===== src/hw/rtl/rsff_pkg.sv =====
// Shared constants, types and command/status structs for the report segmenter frame FIFO.
package rsff_pkg;

  // Ring geometry.
  localparam int FRAME_SLOTS = 256;
  localparam int FRAME_BYTES = 64;
  localparam int SLOT_W      = (FRAME_SLOTS > 1) ? $clog2(FRAME_SLOTS) : 1;
  localparam int BYTE_W      = $clog2(FRAME_BYTES);
  localparam int CNT_W       = $clog2(FRAME_SLOTS + 1);
  localparam int STORE_DEPTH = FRAME_SLOTS * FRAME_BYTES;
  localparam int STORE_AW    = SLOT_W + BYTE_W;

  // Message assembly limits.
  localparam int MSG_MAX     = 186;
  localparam int HELD_W      = 9;

  // Frame type codes.
  localparam logic [7:0] TYPE_SINGLE = 8'h00;
  localparam logic [7:0] TYPE_FIRST  = 8'h01;
  localparam logic [7:0] TYPE_MIDDLE = 8'h02;
  localparam logic [7:0] TYPE_FINAL  = 8'h03;

  // Segmentation thresholds and payload offsets.
  localparam logic [7:0] LEN_ONE_LIMIT   = 8'd63;
  localparam logic [7:0] LEN_THREE_LIMIT = 8'd125;
  localparam logic [7:0] PAYLOAD_MAX     = 8'd62;
  localparam logic [7:0] OFF_SECOND      = 8'd62;
  localparam logic [7:0] OFF_THIRD       = 8'd124;
  localparam logic [7:0] MSG_LIMIT       = 8'd186;

  // Value carried by a message queued notification.
  localparam logic [7:0] NOTIFY_BYTE = 8'hF0;

  // Input item modes.
  localparam logic MODE_BYTE = 1'b0;
  localparam logic MODE_POP  = 1'b1;

  typedef enum logic [2:0] {
    ST_IDLE,
    ST_FRAME,
    ST_BUILD,
    ST_NOTIFY,
    ST_POP
  } rsff_state_t;

  typedef struct packed {
    logic store_byte;
    logic pop_start;
    logic frame_begin;
    logic build_step;
    logic frame_next;
    logic notify_issue;
    logic pop_issue;
  } rsff_cmd_t;

  typedef struct packed {
    logic ring_full;
    logic last_frame;
    logic byte_end;
    logic issue_ok;
  } rsff_status_t;

endpackage


===== src/hw/rtl/rsff_ctrl.sv =====
// Controller state machine that sequences byte intake, frame building, notices and pops.
module rsff_ctrl (
  input  logic                  clk,
  input  logic                  rst,
  input  logic                  in_valid,
  input  logic                  mode,
  input  logic                  last_byte,
  input  rsff_pkg::rsff_status_t status,
  output logic                  in_stall,
  output rsff_pkg::rsff_cmd_t    cmd
);
  import rsff_pkg::*;

  rsff_state_t state;
  rsff_state_t state_next;

  // State register.
  always_ff @(posedge clk) begin
    if (rst) begin
      state <= ST_IDLE;
    end else begin
      state <= state_next;
    end
  end

  // Next state.
  always_comb begin
    state_next = state;
    case (state)
      ST_IDLE: begin
        if (in_valid) begin
          if (mode == MODE_POP) begin
            state_next = ST_POP;
          end else if (last_byte) begin
            state_next = ST_FRAME;
          end
        end
      end
      ST_FRAME: begin
        if (status.ring_full) begin
          state_next = status.last_frame ? ST_NOTIFY : ST_FRAME;
        end else begin
          state_next = ST_BUILD;
        end
      end
      ST_BUILD: begin
        if (status.byte_end) begin
          state_next = status.last_frame ? ST_NOTIFY : ST_FRAME;
        end
      end
      ST_NOTIFY: begin
        if (status.issue_ok) begin
          state_next = ST_IDLE;
        end
      end
      ST_POP: begin
        if (status.issue_ok && status.byte_end) begin
          state_next = ST_IDLE;
        end
      end
      default: begin
        state_next = ST_IDLE;
      end
    endcase
  end

  // Commands to the datapath and the input handshake.
  always_comb begin
    cmd      = '0;
    in_stall = 1'b1;
    case (state)
      ST_IDLE: begin
        in_stall       = 1'b0;
        cmd.store_byte = in_valid && (mode == MODE_BYTE);
        cmd.pop_start  = in_valid && (mode == MODE_POP);
      end
      ST_FRAME: begin
        cmd.frame_begin = 1'b1;
        cmd.frame_next  = status.ring_full;
      end
      ST_BUILD: begin
        cmd.build_step = 1'b1;
        cmd.frame_next = status.byte_end;
      end
      ST_NOTIFY: begin
        cmd.notify_issue = status.issue_ok;
      end
      ST_POP: begin
        cmd.pop_issue = status.issue_ok;
      end
      default: begin
        cmd = '0;
      end
    endcase
  end

endmodule


===== config.mk =====
export PLATFORM = sky130hd
export DESIGN_NAME = rsff_ctrl
export DESIGN_NICKNAME = d
export VERILOG_FILES = /design/src/hw/rtl/rsff_pkg.sv /design/src/hw/rtl/rsff_ctrl.sv
export SDC_FILE = /design/constraint.sdc
export NUM_CORES = 1
export LEC_CHECK = 0
export ABC_AREA = 1
export BUFFER_PORTS_ARGS = -buffer_cell sky130_fd_sc_hd__buf_2
export CAP_MARGIN = 20
export CORE_AREA = 5 5 42 44
export DETAILED_ROUTE_END_ITERATION = 6
export DIE_AREA = 0 0 47 49
export HOLD_SLACK_MARGIN = 0.08
export PLACE_DENSITY = 0.53
export SLEW_MARGIN = 20
export SYNTH_ARGS = -nofsm -noshare
export SYNTH_HDL_FRONTEND = slang
export SYNTH_SLANG_ARGS = --single-unit
export TNS_END_PERCENT = 1

===== constraint.sdc =====
create_clock -name clk -period 1.9 [get_ports clk]
set_input_delay 0.095 -clock clk [delete_from_list [all_inputs] [get_ports clk]]
set_output_delay 0.095 -clock clk [all_outputs]
set_load 0.01 [all_outputs]

# Word-level counts from Yosys, hierarchy flattened
# Cells that the tools add are included.
[classes]
eq_ne = 9
mux = 16
bitwise = 1
reduce_logical = 5
[ops]
columns = ["op", "n"]
rows = [
  ["$mux 3", 6],
  ["$pmux 3 s5", 1],
  ["$ne 2x2->1 const B", 4],
  ["$eq 3x2->1 const B", 2],
  ["$mux 2", 3],
  ["$mux 1", 5],
  ["$reduce_and 5->1", 1],
  ["$eq 3x1->1 const B", 1],
  ["$eq 3x3->1 const B", 1],
  ["$logic_and 1x1->1", 3],
  ["$logic_not 3->1", 1],
  ["$ne 3x3->1 const B", 1],
  ["$pmux 1 s2", 1],
  ["$not 1->1", 1],
]
[totals]
register_bits = 3
input_bits = 9
out_inout_bits = 8
word_cells = 32

# Logic depth before layout (Yosys ltp)
# Gate-level depths: netlist (run 1).
[logic_depth]
word_depth = 4
mapped_depth = 7
mapped_depth_nobuf = 7

# Least setup slack after synthesis (run 1)
# No wires, ideal clock.
[synth_path]
kind = "flip-flop to flip-flop"
from = "register state[2]"
to = "register state[1]"
setup_ns = 0.114
arrival_ns = 0.917
required_time_ns = 1.786
setup_slack_ns = 0.870
stages_incl_launch_ff = 8
n_path_buf = 0
period_less_slack_ns = 1.030
cell_sequence = "dfxtp_1 nor2_4 nand2_1 inv_2 nand2_1 nand2_1 a21oi_1 nor2_1"
[synth_via]
elab_chain_len = 3
elab_cells_between_ends = 12
cone_classes = "eq/ne (9); mux (1); reduce/logical (2)"
[synth_rtl]
columns = ["item", "line_no", "text"]
rows = [
  ["start: declaration", "rsff_ctrl.sv:14", "rsff_state_t state;"],
  ["start signal: assignment", "rsff_ctrl.sv:22", "state <= state_next;"],
  ["$eq 3x3->1, or another cell as far along", "rsff_ctrl.sv:29", "case (state)"],
  ["$ne 2x2->1 (no line) or $ne 3x3->1 (tied branches)", "n/a", ""],
  ["$reduce_and 5->1 (no line)", "n/a", ""],
]
# Parallel ways exist; a longest one is shown, timed or not.
# A chain may end at the register's enable or synchronous reset.

==> metrics list, run 1 <==
- H-Tree Depth: 1
* Final worst path period share: 67.8%
- CTS Buffer Depth: 2
- Flip-flop count of the largest register, all copies and words added: 3
- The count of nets left with antenna violations once routing finished came out at 0.
- Summing all placed instances gives a cell area of 370 µm².
- Most flop-heavy register: state
- Number of hold buffers added after CTS: 1
- Counting I/O delays and the setup requirement, the final critical path takes 1.29 ns.
* Worst hold slack: 0.207 ns
- At the later pin of the worst-skew pair, clock insertion delay measures 0.23 ns.
- Among all stages on the critical path, the largest delay is contributed by dfxtp_1.
- Dominant cells by area after synthesis: dfxtp_1 (22%), inv_1 (14%), nand2_1 (13%)
- For this block, the initial DRC count from the detailed router was 3.
- Worst-path clk slew: 0.04 ns
- The initialized floorplan defines 14 standard-cell rows.
* Die Area: 2300 µm²
- Capturing element type of the critical path: output port
- Final number of setup-violating endpoints: 0
* Sequential share of power: 28.6%
- Largest net degree at the start of global routing: 7
* Yosys warnings: 0
* CP peak stage delay: 0.37 ns
* Worst setup SP type: register
* Post-synth design cell area: 270 µm²
- The commonest cells after synthesis are inv_1 (10), nand2_1 (9), nor2_1 (8), nand3_1 (6).
- Utilization after layout: 29.0%
- TritonCTS clock tree: yes
* Static leakage: 0.249 nW
- Final slew viol count: 0
* Antenna violations before repair: 0
* Number of maximum-capacitance violations: 0
- The first global-routing pass estimated 1.19 mm of wire.
* Clk network pwr share: 42.1%
* Flip-flop and latch count after synthesis: 3
- Setup Slack @ Placement: 0.807 ns
- Registers with the most flip-flops: state: 3 flops
- Data arrival time at the worst-slack endpoint: 1.19 ns
- For this design the ratio of total power to cell area is 655 nW/µm².
- The via count of the first global-routing pass came to 304.
* Post-route setup TNS: 0 ns
* Via count: 351
- Logic pwr share: 29.3%
- Aggregate global-route resource usage: 7.32%
- For this run, the detailed router's first-pass iteration total came to 4.
- Diodes inserted: 0
- Final RePlAce weighted congestion: 0.730
* Number of gates resized after CTS: 0
- Relative area change from synthesis to final layout: 50.5%
- After filler insertion, the fill cell instance count of the layout stands at 175.
* Total CTS buffers: 3
- Fraction of the yosys area taken by sequential cells: 22.2%
* Post-synth EDFFs: 0
- Summed over all layers, the global routing overflow is 0.
- Worst hold path class: input port to register
- The multi-input combinational cells in the finished layout cover a total of 165 µm².
- For this run, the post-layout net count is 80.
* Per-cell via count in the routed design: 4.08
- The root buffer cell chosen for the clock tree is clkbuf_4.
- Setup repair after global routing left no endpoint under its margin.
- The number of setup buffers added after CTS is 0.
- Counting both buffers and inverters, the worst setup path holds a total of 1.
- Static timing analysis puts the maximum clock frequency at 0.777 GHz.
- Mean area per synthesized cell: 5.52 µm²
- Maximum fanout count along the critical path: 6
- Remaining max-slew budget at the tightest pin: 82.7%
* Clock sink count: 3
- The number of nets in the synthesized netlist is 58.
- The synthesized design devotes to its leading area cell type 22.2% of total area.
* Post-route design area: 407 µm²
- The initial utilization of the core area, before any placement, comes to 19.3%.
- Ordered list of cells on the worst path: nor2_4, nand2_1, o21ai_0, buf_2
- Cells with a size suffix above 1 make up 37.1% of the layout.
- Syn Inst Count: 49
- Sequential Area: 60.1 µm²
- After detailed routing, the total wire length is 729 µm.
- The number of different library cells used by synthesis comes to 14.
* DP Wirelength: 654 µm
- In this run the vertical extent of the chip is 49 µm.
- Crit-path leading delay family: flip-flops
- Of all cell types, the one taking the most synthesized area is dfxtp_1.
* Worst Tran Pin Value: 0.259 ns
- Most numerous cell in the Yosys netlist: inv_1
* Type of the worst setup path: register to output port
- Routed length per instance: 8.48 µm
* Ys async rst share: 0%
- Net switching is 32.2% of the power.
- The number of hold violations in the final report is 0.
* Required time at the worst-slack endpoint: 1.80 ns
- 17 I/O pins were placed.
- Net switching component of the power: 0.0858 mW
* Cell-internal power: 0.180 mW
* Worst setup skew after layout: 0.00687 ns
* CORE AREA: 1400 µm²
- Among all flip-flop cells after synthesis, the most frequent one is dfxtp_1.
* Die W: 47 µm
- Run status: finished, final reports clean
- Worst-case setup margin in the final layout: 0.613 ns
* Drc violations: 0
- Count of buffers from port buffering: 16
- Worst-case vdd ir drop: 0.000347 V
[through the flow]
step | total power, mW | std cells
5_1_grt | 0.293 | 86
3_3_place_gp | 0.156 | 81
6_report | 0.266 | 86
3_5_place_dp | 0.155 | 81
2_1_floorplan | 0.125 | 49
4_1_cts | 0.274 | 86
[final cells by class]
class	count	share of cell area, %
Tap cell	16	4.92
Inverter	12	11.1
Timing Repair Buffer	17	22.2
Sequential cell	3	14.8
Multi-Input combinational cell	34	40.6
Clock buffer	4	6.46
[layer usage]
metal | global-route usage, % | part of all wire, %
met1 | 7.02 | 39
met2 | 12.2 | 55
met3 | 3.32 | 5.9
met4 | 4.15 | 0.69
met5 | 0 | 0
[layout by cell type, fill, tap and decap left out, drive strengths merged]
cell type | netlist | final
buf | 0 | 16
dlygate4sd3 | 0 | 1
clkbuf | 0 | 4
nand2 | 10 | 10
nor2 | 11 | 11
o21ai | 1 | 1
a21oi | 3 | 3
inv | 12 | 12
nor3 | 2 | 2
dfxtp | 3 | 3
nand3 | 6 | 6
nand4 | 1 | 1
[worst reg2reg max path: stages, from the launching register on]
cell and delay [ns]:
dfxtp_1 0.45, nor2_4 0.09, nand2_1 0.11, inv_2 0.05, nand2_1 0.05, nand2_1 0.06
a21oi_1 0.14, nor2_1 0.05
[power by group through the flow]
stage                     logic, mW  registers, mW  clock network (mW)
after global placement       0.0787         0.0768                   0
after CTS                    0.0799         0.0761               0.118
final                        0.0781         0.0762               0.112
after floorplan              0.0491         0.0758                   0
after global routing         0.0887         0.0772               0.127
after detailed placement     0.0780         0.0772                   0
[final timing paths]
| path | end | from | slack (ns) | cells past startpoint |
|---|---|---|---|---|
| max | cmd[2] | state[2] | 0.61 | 4 |
| min | state[0] | status[0] | 0.21 | 4 |
| max reg2reg | state[1] | state[2] | 0.81 | 7 |
| min reg2reg | state[0] | state[0] | 0.69 | 4 |
[cells by family after synthesis]
family	Yosys count	share of synthesized area, %
AO/OA/AOI/OAI	4	7.40
AND/OR/NAND/NOR	30	53.7
flip-flops	3	22.2
buffers and inverters	12	16.7
Power figures use the tool's default switching activity.
==> run 2: changes to the inputs <==
==> constraint.sdc (replaced) <==
create_clock -name clk -period 1.2 [get_ports clk]
set_input_delay 0.06 -clock clk [delete_from_list [all_inputs] [get_ports clk]]
set_output_delay 0.06 -clock clk [all_outputs]
set_load 0.01 [all_outputs]
==> run 2 against run 1 <==
Via count grew 4.6%. Setup slack lost 0.59 ns. Sequential power rose by 60%. Wire length rose by 7.4%. First-iteration DRC count unchanged. Utilization increased by 4.4 points. Flip-flop and latch count unchanged. Largest cell class unchanged. Critical endpoint unchanged. Critical path depth did not move. Sequential share of layout area shrank 0.063 points. Clock power is 57% higher. Clock-buffer cell count is the same. Final cell count rose by 3.5%.
==> metrics list, run 2 (synthesis gave the netlist of run 1 again) <==
- Run status: finished, final reports clean
- The total number of placement rows came to 14 (unchanged).
- Leaving out fill and tap cells, the most frequent cells in the layout are buf_2 (16), inv_1 (10), nand2_1 (8).
- The per-cell via count in the routed design was 4.12 (+1.0%).
- The largest stage delay on the critical path came to 0.37 ns (about the same).
- The power per unit of standard cell area came to 938 nW/µm² (+43%).
* Drc violations: 0 (unchanged)
- Static leakage: 0.277 nW (+11%)
- Cell depth of the worst hold path: 3 (-1)
* Ordered list of cells on the worst path: nor2_4, nand2_2, o21ai_1, buf_2
* Fraction of layout instances using a drive strength above 1: 49.3% (+12 points)
* Final layout net count: 83 (+3.8%)
- The CTS clock-pin slew for the worst setup and hold paths came to 0.04 ns (about the same).
- The total CTS buffers came to 3 (unchanged).
- The pin slew with the least headroom to its limit is 0.167 ns (-0.0911 ns).
* Type of the worst setup path: register to output port
* Cell depth of the worst flop-to-flop path: 6 (-1)
- The vertical extent of the die came to 49 µm (unchanged).
* Die Area: 2300 µm² (unchanged)
- Clock network latency to the later pin of the worst-skew pair: 0.23 ns (about the same)
- The worst IR drop on VDD was 0.000356 V (+2.6%).
- Via count: 367 (+4.6%)
* Capturing element type of the critical path: output port
* Maximum fanout count along the critical path: 6 (unchanged)
* Antenna violations before repair: 0 (unchanged)
- Setup repair after global routing could not meet its margin everywhere.
- Register-to-register setup slack: 0.14 ns (-0.67 ns)
* Global-route wire length before repair: 1.16 mm (-2.8%)
- Fillers: 169 (-3.4%)
- The sum of internal, switching and leakage power is 0.439 mW (+65%).
- Required time at the worst-slack endpoint: 1.14 ns (-0.66 ns)
- Time the worst path needs with I/O delays and setup: 1.18 ns
- Total grt overflow: 0 (unchanged)
- Data arrival time at the worst-slack endpoint: 1.12 ns (-0.07 ns)
- The via count of the first global-routing pass was 298 (-2.0%).
* Most flop-heavy register: state
* Relative area change from synthesis to final layout: 73.1%
* Detailed-routing iteration count for the pre-antenna-repair pass: 2 (-2)
- The worst clock skew came to 0.000822 ns (-0.00604 ns).
* Io pins: 17 (unchanged)
- Final worst path period share: 98.3%
- The weighted congestion at the end of routability-driven global placement is 0.771 (+5.5%).
* Max Freq: 0.848 GHz
- Worst setup SP type: register
- The number of levels in the clock H-tree came to 1 (unchanged).
- The number of nets with antenna violations after detailed routing is 0 (unchanged).
* Master cell of the clock root buffer: clkbuf_4
* Diodes inserted: 0 (unchanged)
* Final slew viol count: 0 (unchanged)
- Worst hold path class: input port to register
* Wirelength, routed: 783 µm (+7.4%)
- The core outline area was 1400 µm² (unchanged).
- The final-report setup violation count was 0 (unchanged).
- The library cell used most frequently in the layout, excluding fill and tap cells, is buf_2.
- The final core utilization was 33.4% (+4.4 points).
- The largest registers in the layout are state: 3 flops.
- The global router's overall resource usage came to 7.39% (+0.070 points).
- The total area of sequential cells came to 68.8 µm² (+15%).
* Die W: 47 µm (unchanged)
* Remaining max-slew budget at the tightest pin: 88.8% (+6.0 points)
- DP Wirelength: 644 µm (-1.5%)
- Initial standard-cell utilization of the core: 19.3% (unchanged)
- TritonCTS clock tree: yes
- The combined area of the multi-input logic cells is 185 µm² (+12%).
- The number of DRC markers in iteration 0 was 3 (unchanged).
- Worst-path cell with the longest stage delay: dfxtp_4
- Count of buffers from port buffering: 16 (unchanged)
* Largest net degree at the start of global routing: 7 (unchanged)
- The number of hold violations in the final report came to 0 (unchanged).
- The sink count of the clock tree is 3 (unchanged).
- CTS Buffer Depth: 2 (unchanged)
* Routed length per instance: 8.80 µm (+3.8%)
* Flip-flop count of the largest register, all copies and words added: 3 (unchanged)
* Number of maximum-capacitance violations: 0 (unchanged)
==> run 2: worst max-delay path: cells and delay by family, from the launching register on <==
kind / cells / cell delay (ns)
compound gates: 1 / 0.12
flops: 1 / 0.37
simple gates: 2 / 0.26
buf+inv: 1 / 0.14
==> run 2: power by group <==
group	total, mW	internal [mW]	switching [mW]	leakage, nW
clock network	0.176	0.125	0.0511	0.0150
logic	0.141	0.0638	0.0776	0.235
registers	0.122	0.107	0.0147	0.0264
total	0.439	0.296	0.143	0.277
==> run 2: timing repair <==
| item | CTS | global route |
|---|---|---|
| pin swaps | 1 | 5 |
| setup endpoints to repair | 1 | 6 |
| hold buffers | 1 | 0 |
| buffers inserted | 0 | 2 |
| gates resized for setup | 4 | 10 |
| hold endpoints to repair | 3 | 0 |
==> run 2: per-stage QoR <==
stage | worst slack (ns) | TNS [ns] | hold WS (ns) | std cells | instance area, µm²
after floorplan | 0.170 | 0 | 0.129 | 49 | 270
after global placement | 0.129 | 0 | 0.257 | 82 | 378
after detailed placement | 0.106 | 0 | 0.255 | 82 | 378
after CTS | 0.0103 | 0 | 0.158 | 87 | 419
after global routing | -0.0401 | -0.0847 | 0.169 | 89 | 468
final | 0.0209 | 0 | 0.160 | 89 | 468
==> run 2: path summary, 6_finish.rpt <==
| check | startpoint | to |
|---|---|---|
| worst max-delay path | state[2] | cmd[2] |
| worst min-delay path | in_valid | state[2] |
| worst max register to register | state[2] | state[1] |
| worst min register to register | state[2] | state[2] |
==> run 2: layout make-up <==
type                            count  area share [%]
Sequential cell                     3            14.7
Clock buffer                        4            5.61
Tap cell                           16            4.28
Inverter                           12            10.2
Multi-Input combinational cell     34            39.6
Timing Repair Buffer               20            25.7
==> run 2: routing by layer <==
layer  up-vias  track usage [%]  part of all wire (%)
met2         5             11.8                    57
li1        200                -                     -
met1       160             6.36                    36
met3         2             4.43                   5.5
met5         -                0                     0
met4         0             5.53                  0.77
==> run 3: changes to the inputs <==
==> constraint.sdc (replaced) <==
create_clock -name clk -period 1.18 [get_ports clk]
set_input_delay 0.059 -clock clk [delete_from_list [all_inputs] [get_ports clk]]
set_output_delay 0.059 -clock clk [all_outputs]
set_load 0.01 [all_outputs]
==> run 3 against run 2 <==
Final area down 8.3%. Via count down 3.0%. Utilization down 2.8 points. Sequential power about the same. Setup slack better by 0.025 ns. Wire length down 3.4%. Critical path depth unchanged. Die area unchanged. First-iteration DRC count unchanged. Clock-buffer cell count unchanged. Final cell count down 2.2%.
==> metrics list, run 3 (synthesis gave the netlist of run 1 again) <==
* Worst setup SP type: register
* Run status: finished, final reports clean
- The deepest clock path buffer count is 2 (unchanged).
- Static leakage: 0.258 nW (-6.8%)
* Start point of the worst min-delay path: status[0]
- Reg-to-Reg Start: state[0]
- Worst hold path class: input port to register
* Worst-path cell with the longest stage delay: dfxtp_2
- Final number of setup-violating endpoints: 0 (unchanged)
- The total number of placement rows was 14 (unchanged).
- Final RePlAce weighted congestion: 0.771 (unchanged)
- Leaving out fill and tap cells, the most frequent cells in the layout are buf_2 (16), inv_1 (10), nand2_1 (8).
- TritonCTS built the clock tree.
- Register-to-register setup slack: 0.16 ns (+0.02 ns)
- CP peak stage delay: 0.34 ns (-0.03 ns)
* Relative area change from synthesis to final layout: 58.8%
- Most flop-heavy register: state
* Number of maximum-capacitance violations: 0 (unchanged)
* Antenna violations before repair: 0 (unchanged)
- Setup repair after global routing missed its margin: yes
- The setup slack after placement was 0.0862 ns (-0.0200 ns).
- Worst Tran Pin Value: 0.168 ns (+0.000179 ns)
- Ordered list of cells on the worst path: nor2_4, nand2_2, o21ai_1, buf_2
* Die W: 47 µm (unchanged)
- The wire length after detailed routing is 756 µm (-3.4%).
- Fraction of layout instances using a drive strength above 1: 45.1% (-4.2 points)
* Via count: 356 (-3.0%)
- The worst clock skew was 0.000658 ns (-0.000164 ns).
- Dividing the final minimum period by the clock period gives 96.1%.
- Maximum fanout count along the critical path: 5 (-1)
- Worst hold slack: 0.162 ns (+0.00278 ns)
- The routing usage on met2 was 11.8% (unchanged).
* Per-cell via count in the routed design: 4.09 (-0.77%)
- The global routing usage on met3 was 4.43% (unchanged).
* Number of global-route vias before repair: 302 (+1.3%)
- The global route total overflow came to 0 (unchanged).
- Type of the worst setup path: register to output port
* Global-route layer with the greatest usage: met2
- Clock network latency to the later pin of the worst-skew pair: 0.23 ns (about the same)
- The global router's overall resource usage was 7.46% (+0.070 points).
- The fraction of met1 tracks used by global routing was 6.58% (+0.22 points).
- CORE AREA: 1400 µm² (unchanged)
* Capturing element type of the critical path: output port
* RR Endpoint: state[1]
- The buffer and inverter count on the worst path came to 1 (unchanged).
- Endpoint with the worst hold slack: state[0]
- Remaining max-slew budget at the tightest pin: 88.8% (about the same)
* Worst-case vdd ir drop: 0.000352 V (-1.2%)
- Drc violations: 0 (unchanged)
* Die Area: 2300 µm² (unchanged)
- Final layout net count: 81 (-2.4%)
* Total CTS buffers: 3 (unchanged)
- The number of top-level pins came to 17 (unchanged).
* Data arrival time at the worst-slack endpoint: 1.07 ns (-0.05 ns)
- Flip-flop count of the largest register, all copies and words added: 3 (unchanged)
- The final non-filler cell total was 87 (-2.2%).
* Instance count after placement with tap cells included: 82 (unchanged)
- Die boundary height: 49 µm (unchanged)
- The power per unit of standard cell area came to 1010 nW/µm² (+8.0%).
* Most frequent standard cell in the layout excluding fill and tap cells: buf_2
- The setup slack of the critical path after layout came to 0.0461 ns (+0.0252 ns).
- The length of the first detailed-routing pass in iterations is 2 (unchanged).
* Required time at the worst-slack endpoint: 1.12 ns (-0.02 ns)
- Time the worst path needs with I/O delays and setup: 1.13 ns
- The number of inserted diodes was 0 (unchanged).
- Global-route wire length before repair: 1.17 mm (+1.2%)
- The average wire length per cell after detail routing is 8.69 µm (-1.2%).
* Registers with the most flip-flops: state: 3 flops
- Grouping stages by cell kind, the critical path spends the most delay in flip-flops.
- Clock sink count: 3 (unchanged)
* Initial standard-cell utilization of the core: 19.3% (unchanged)
* Number of failing hold endpoints at the final stage: 0 (unchanged)
- The number of nets with antenna violations after detailed routing was 0 (unchanged).
- The cell depth of the worst flop-to-flop path was 6 (unchanged).
- The number of DRC markers in iteration 0 came to 3 (unchanged).
- In this run the clock root is driven by a clkbuf_4.
* Final slew viol count: 0 (unchanged)
- H-Tree Depth: 1 (unchanged)
* Largest net degree at the start of global routing: 7 (unchanged)
* DP Wirelength: 644 µm (unchanged)
- For this run, the top clock speed supported by timing is 0.882 GHz.
- Count of buffers from port buffering: 16 (unchanged)
- Worst-path clk slew: 0.04 ns (about the same)
* Cell depth of the worst hold path: 4 (+1)
[run 3: final cells by class]
type                            count  area [µm²]
Sequential cell                     3        66.3
Tap cell                           16        20.0
Multi-Input combinational cell     34         170
Fill cell                         180         972
Clock buffer                        4        26.3
Inverter                           12        45.0
Timing Repair Buffer               18         101
[run 3: layer usage]
layer / share of wire [%] / up-vias
met1: 37 / 155
met4: 0.79 / 0
met2: 56 / 5
li1: - / 194
met3: 5.7 / 2
met5: 0 / -
[run 3: worst max-delay path by stage]
stage | end | cells after the start | slack, ns | startpoint
global placement | state[1] | 7 | 0.11 | state[2]
detailed placement | state[1] | 7 | 0.09 | state[2]
global route | cmd[2] | 5 | -0.03 | state[1]
floorplan | state[1] | 7 | 0.15 | state[2]
CTS | cmd[2] | 5 | 0.009 | state[1]
finish | cmd[2] | 4 | 0.05 | state[0]
[run 3: tightest hold or removal path: stages]
cell     delay, ns
buf_2         0.09
inv_1         0.05
nand2_1       0.09
a21oi_1       0.07
[run 3: metrics by stage]
step	cell area [µm²]	power (mW)	utilization (%)	setup TNS [ns]
2_1_floorplan	270	0.201	-	0
3_3_place_gp	378	0.252	27.0	0
3_5_place_dp	378	0.252	27.0	0
4_1_cts	429	0.448	30.6	0
5_1_grt	429	0.477	30.6	-0.0800
6_report	429	0.435	30.6	0
[run 3: power breakdown]
group	internal [mW]	total, mW	switching [mW]
sequential	0.110	0.123	0.0135
combinational	0.0584	0.133	0.0742
clock	0.127	0.179	0.0524
[run 3: what timing repair did]
| item | 4_1_cts | 5_1_grt |
|---|---|---|
| endpoints found under the setup margin | 3 | 4 |
| hold buffers | 1 | 0 |
| setup buffers | 0 | 0 |
| hold endpoints to repair | 3 | 0 |
| resized for setup | 8 | 0 |
| pin swaps | 2 | 1 |
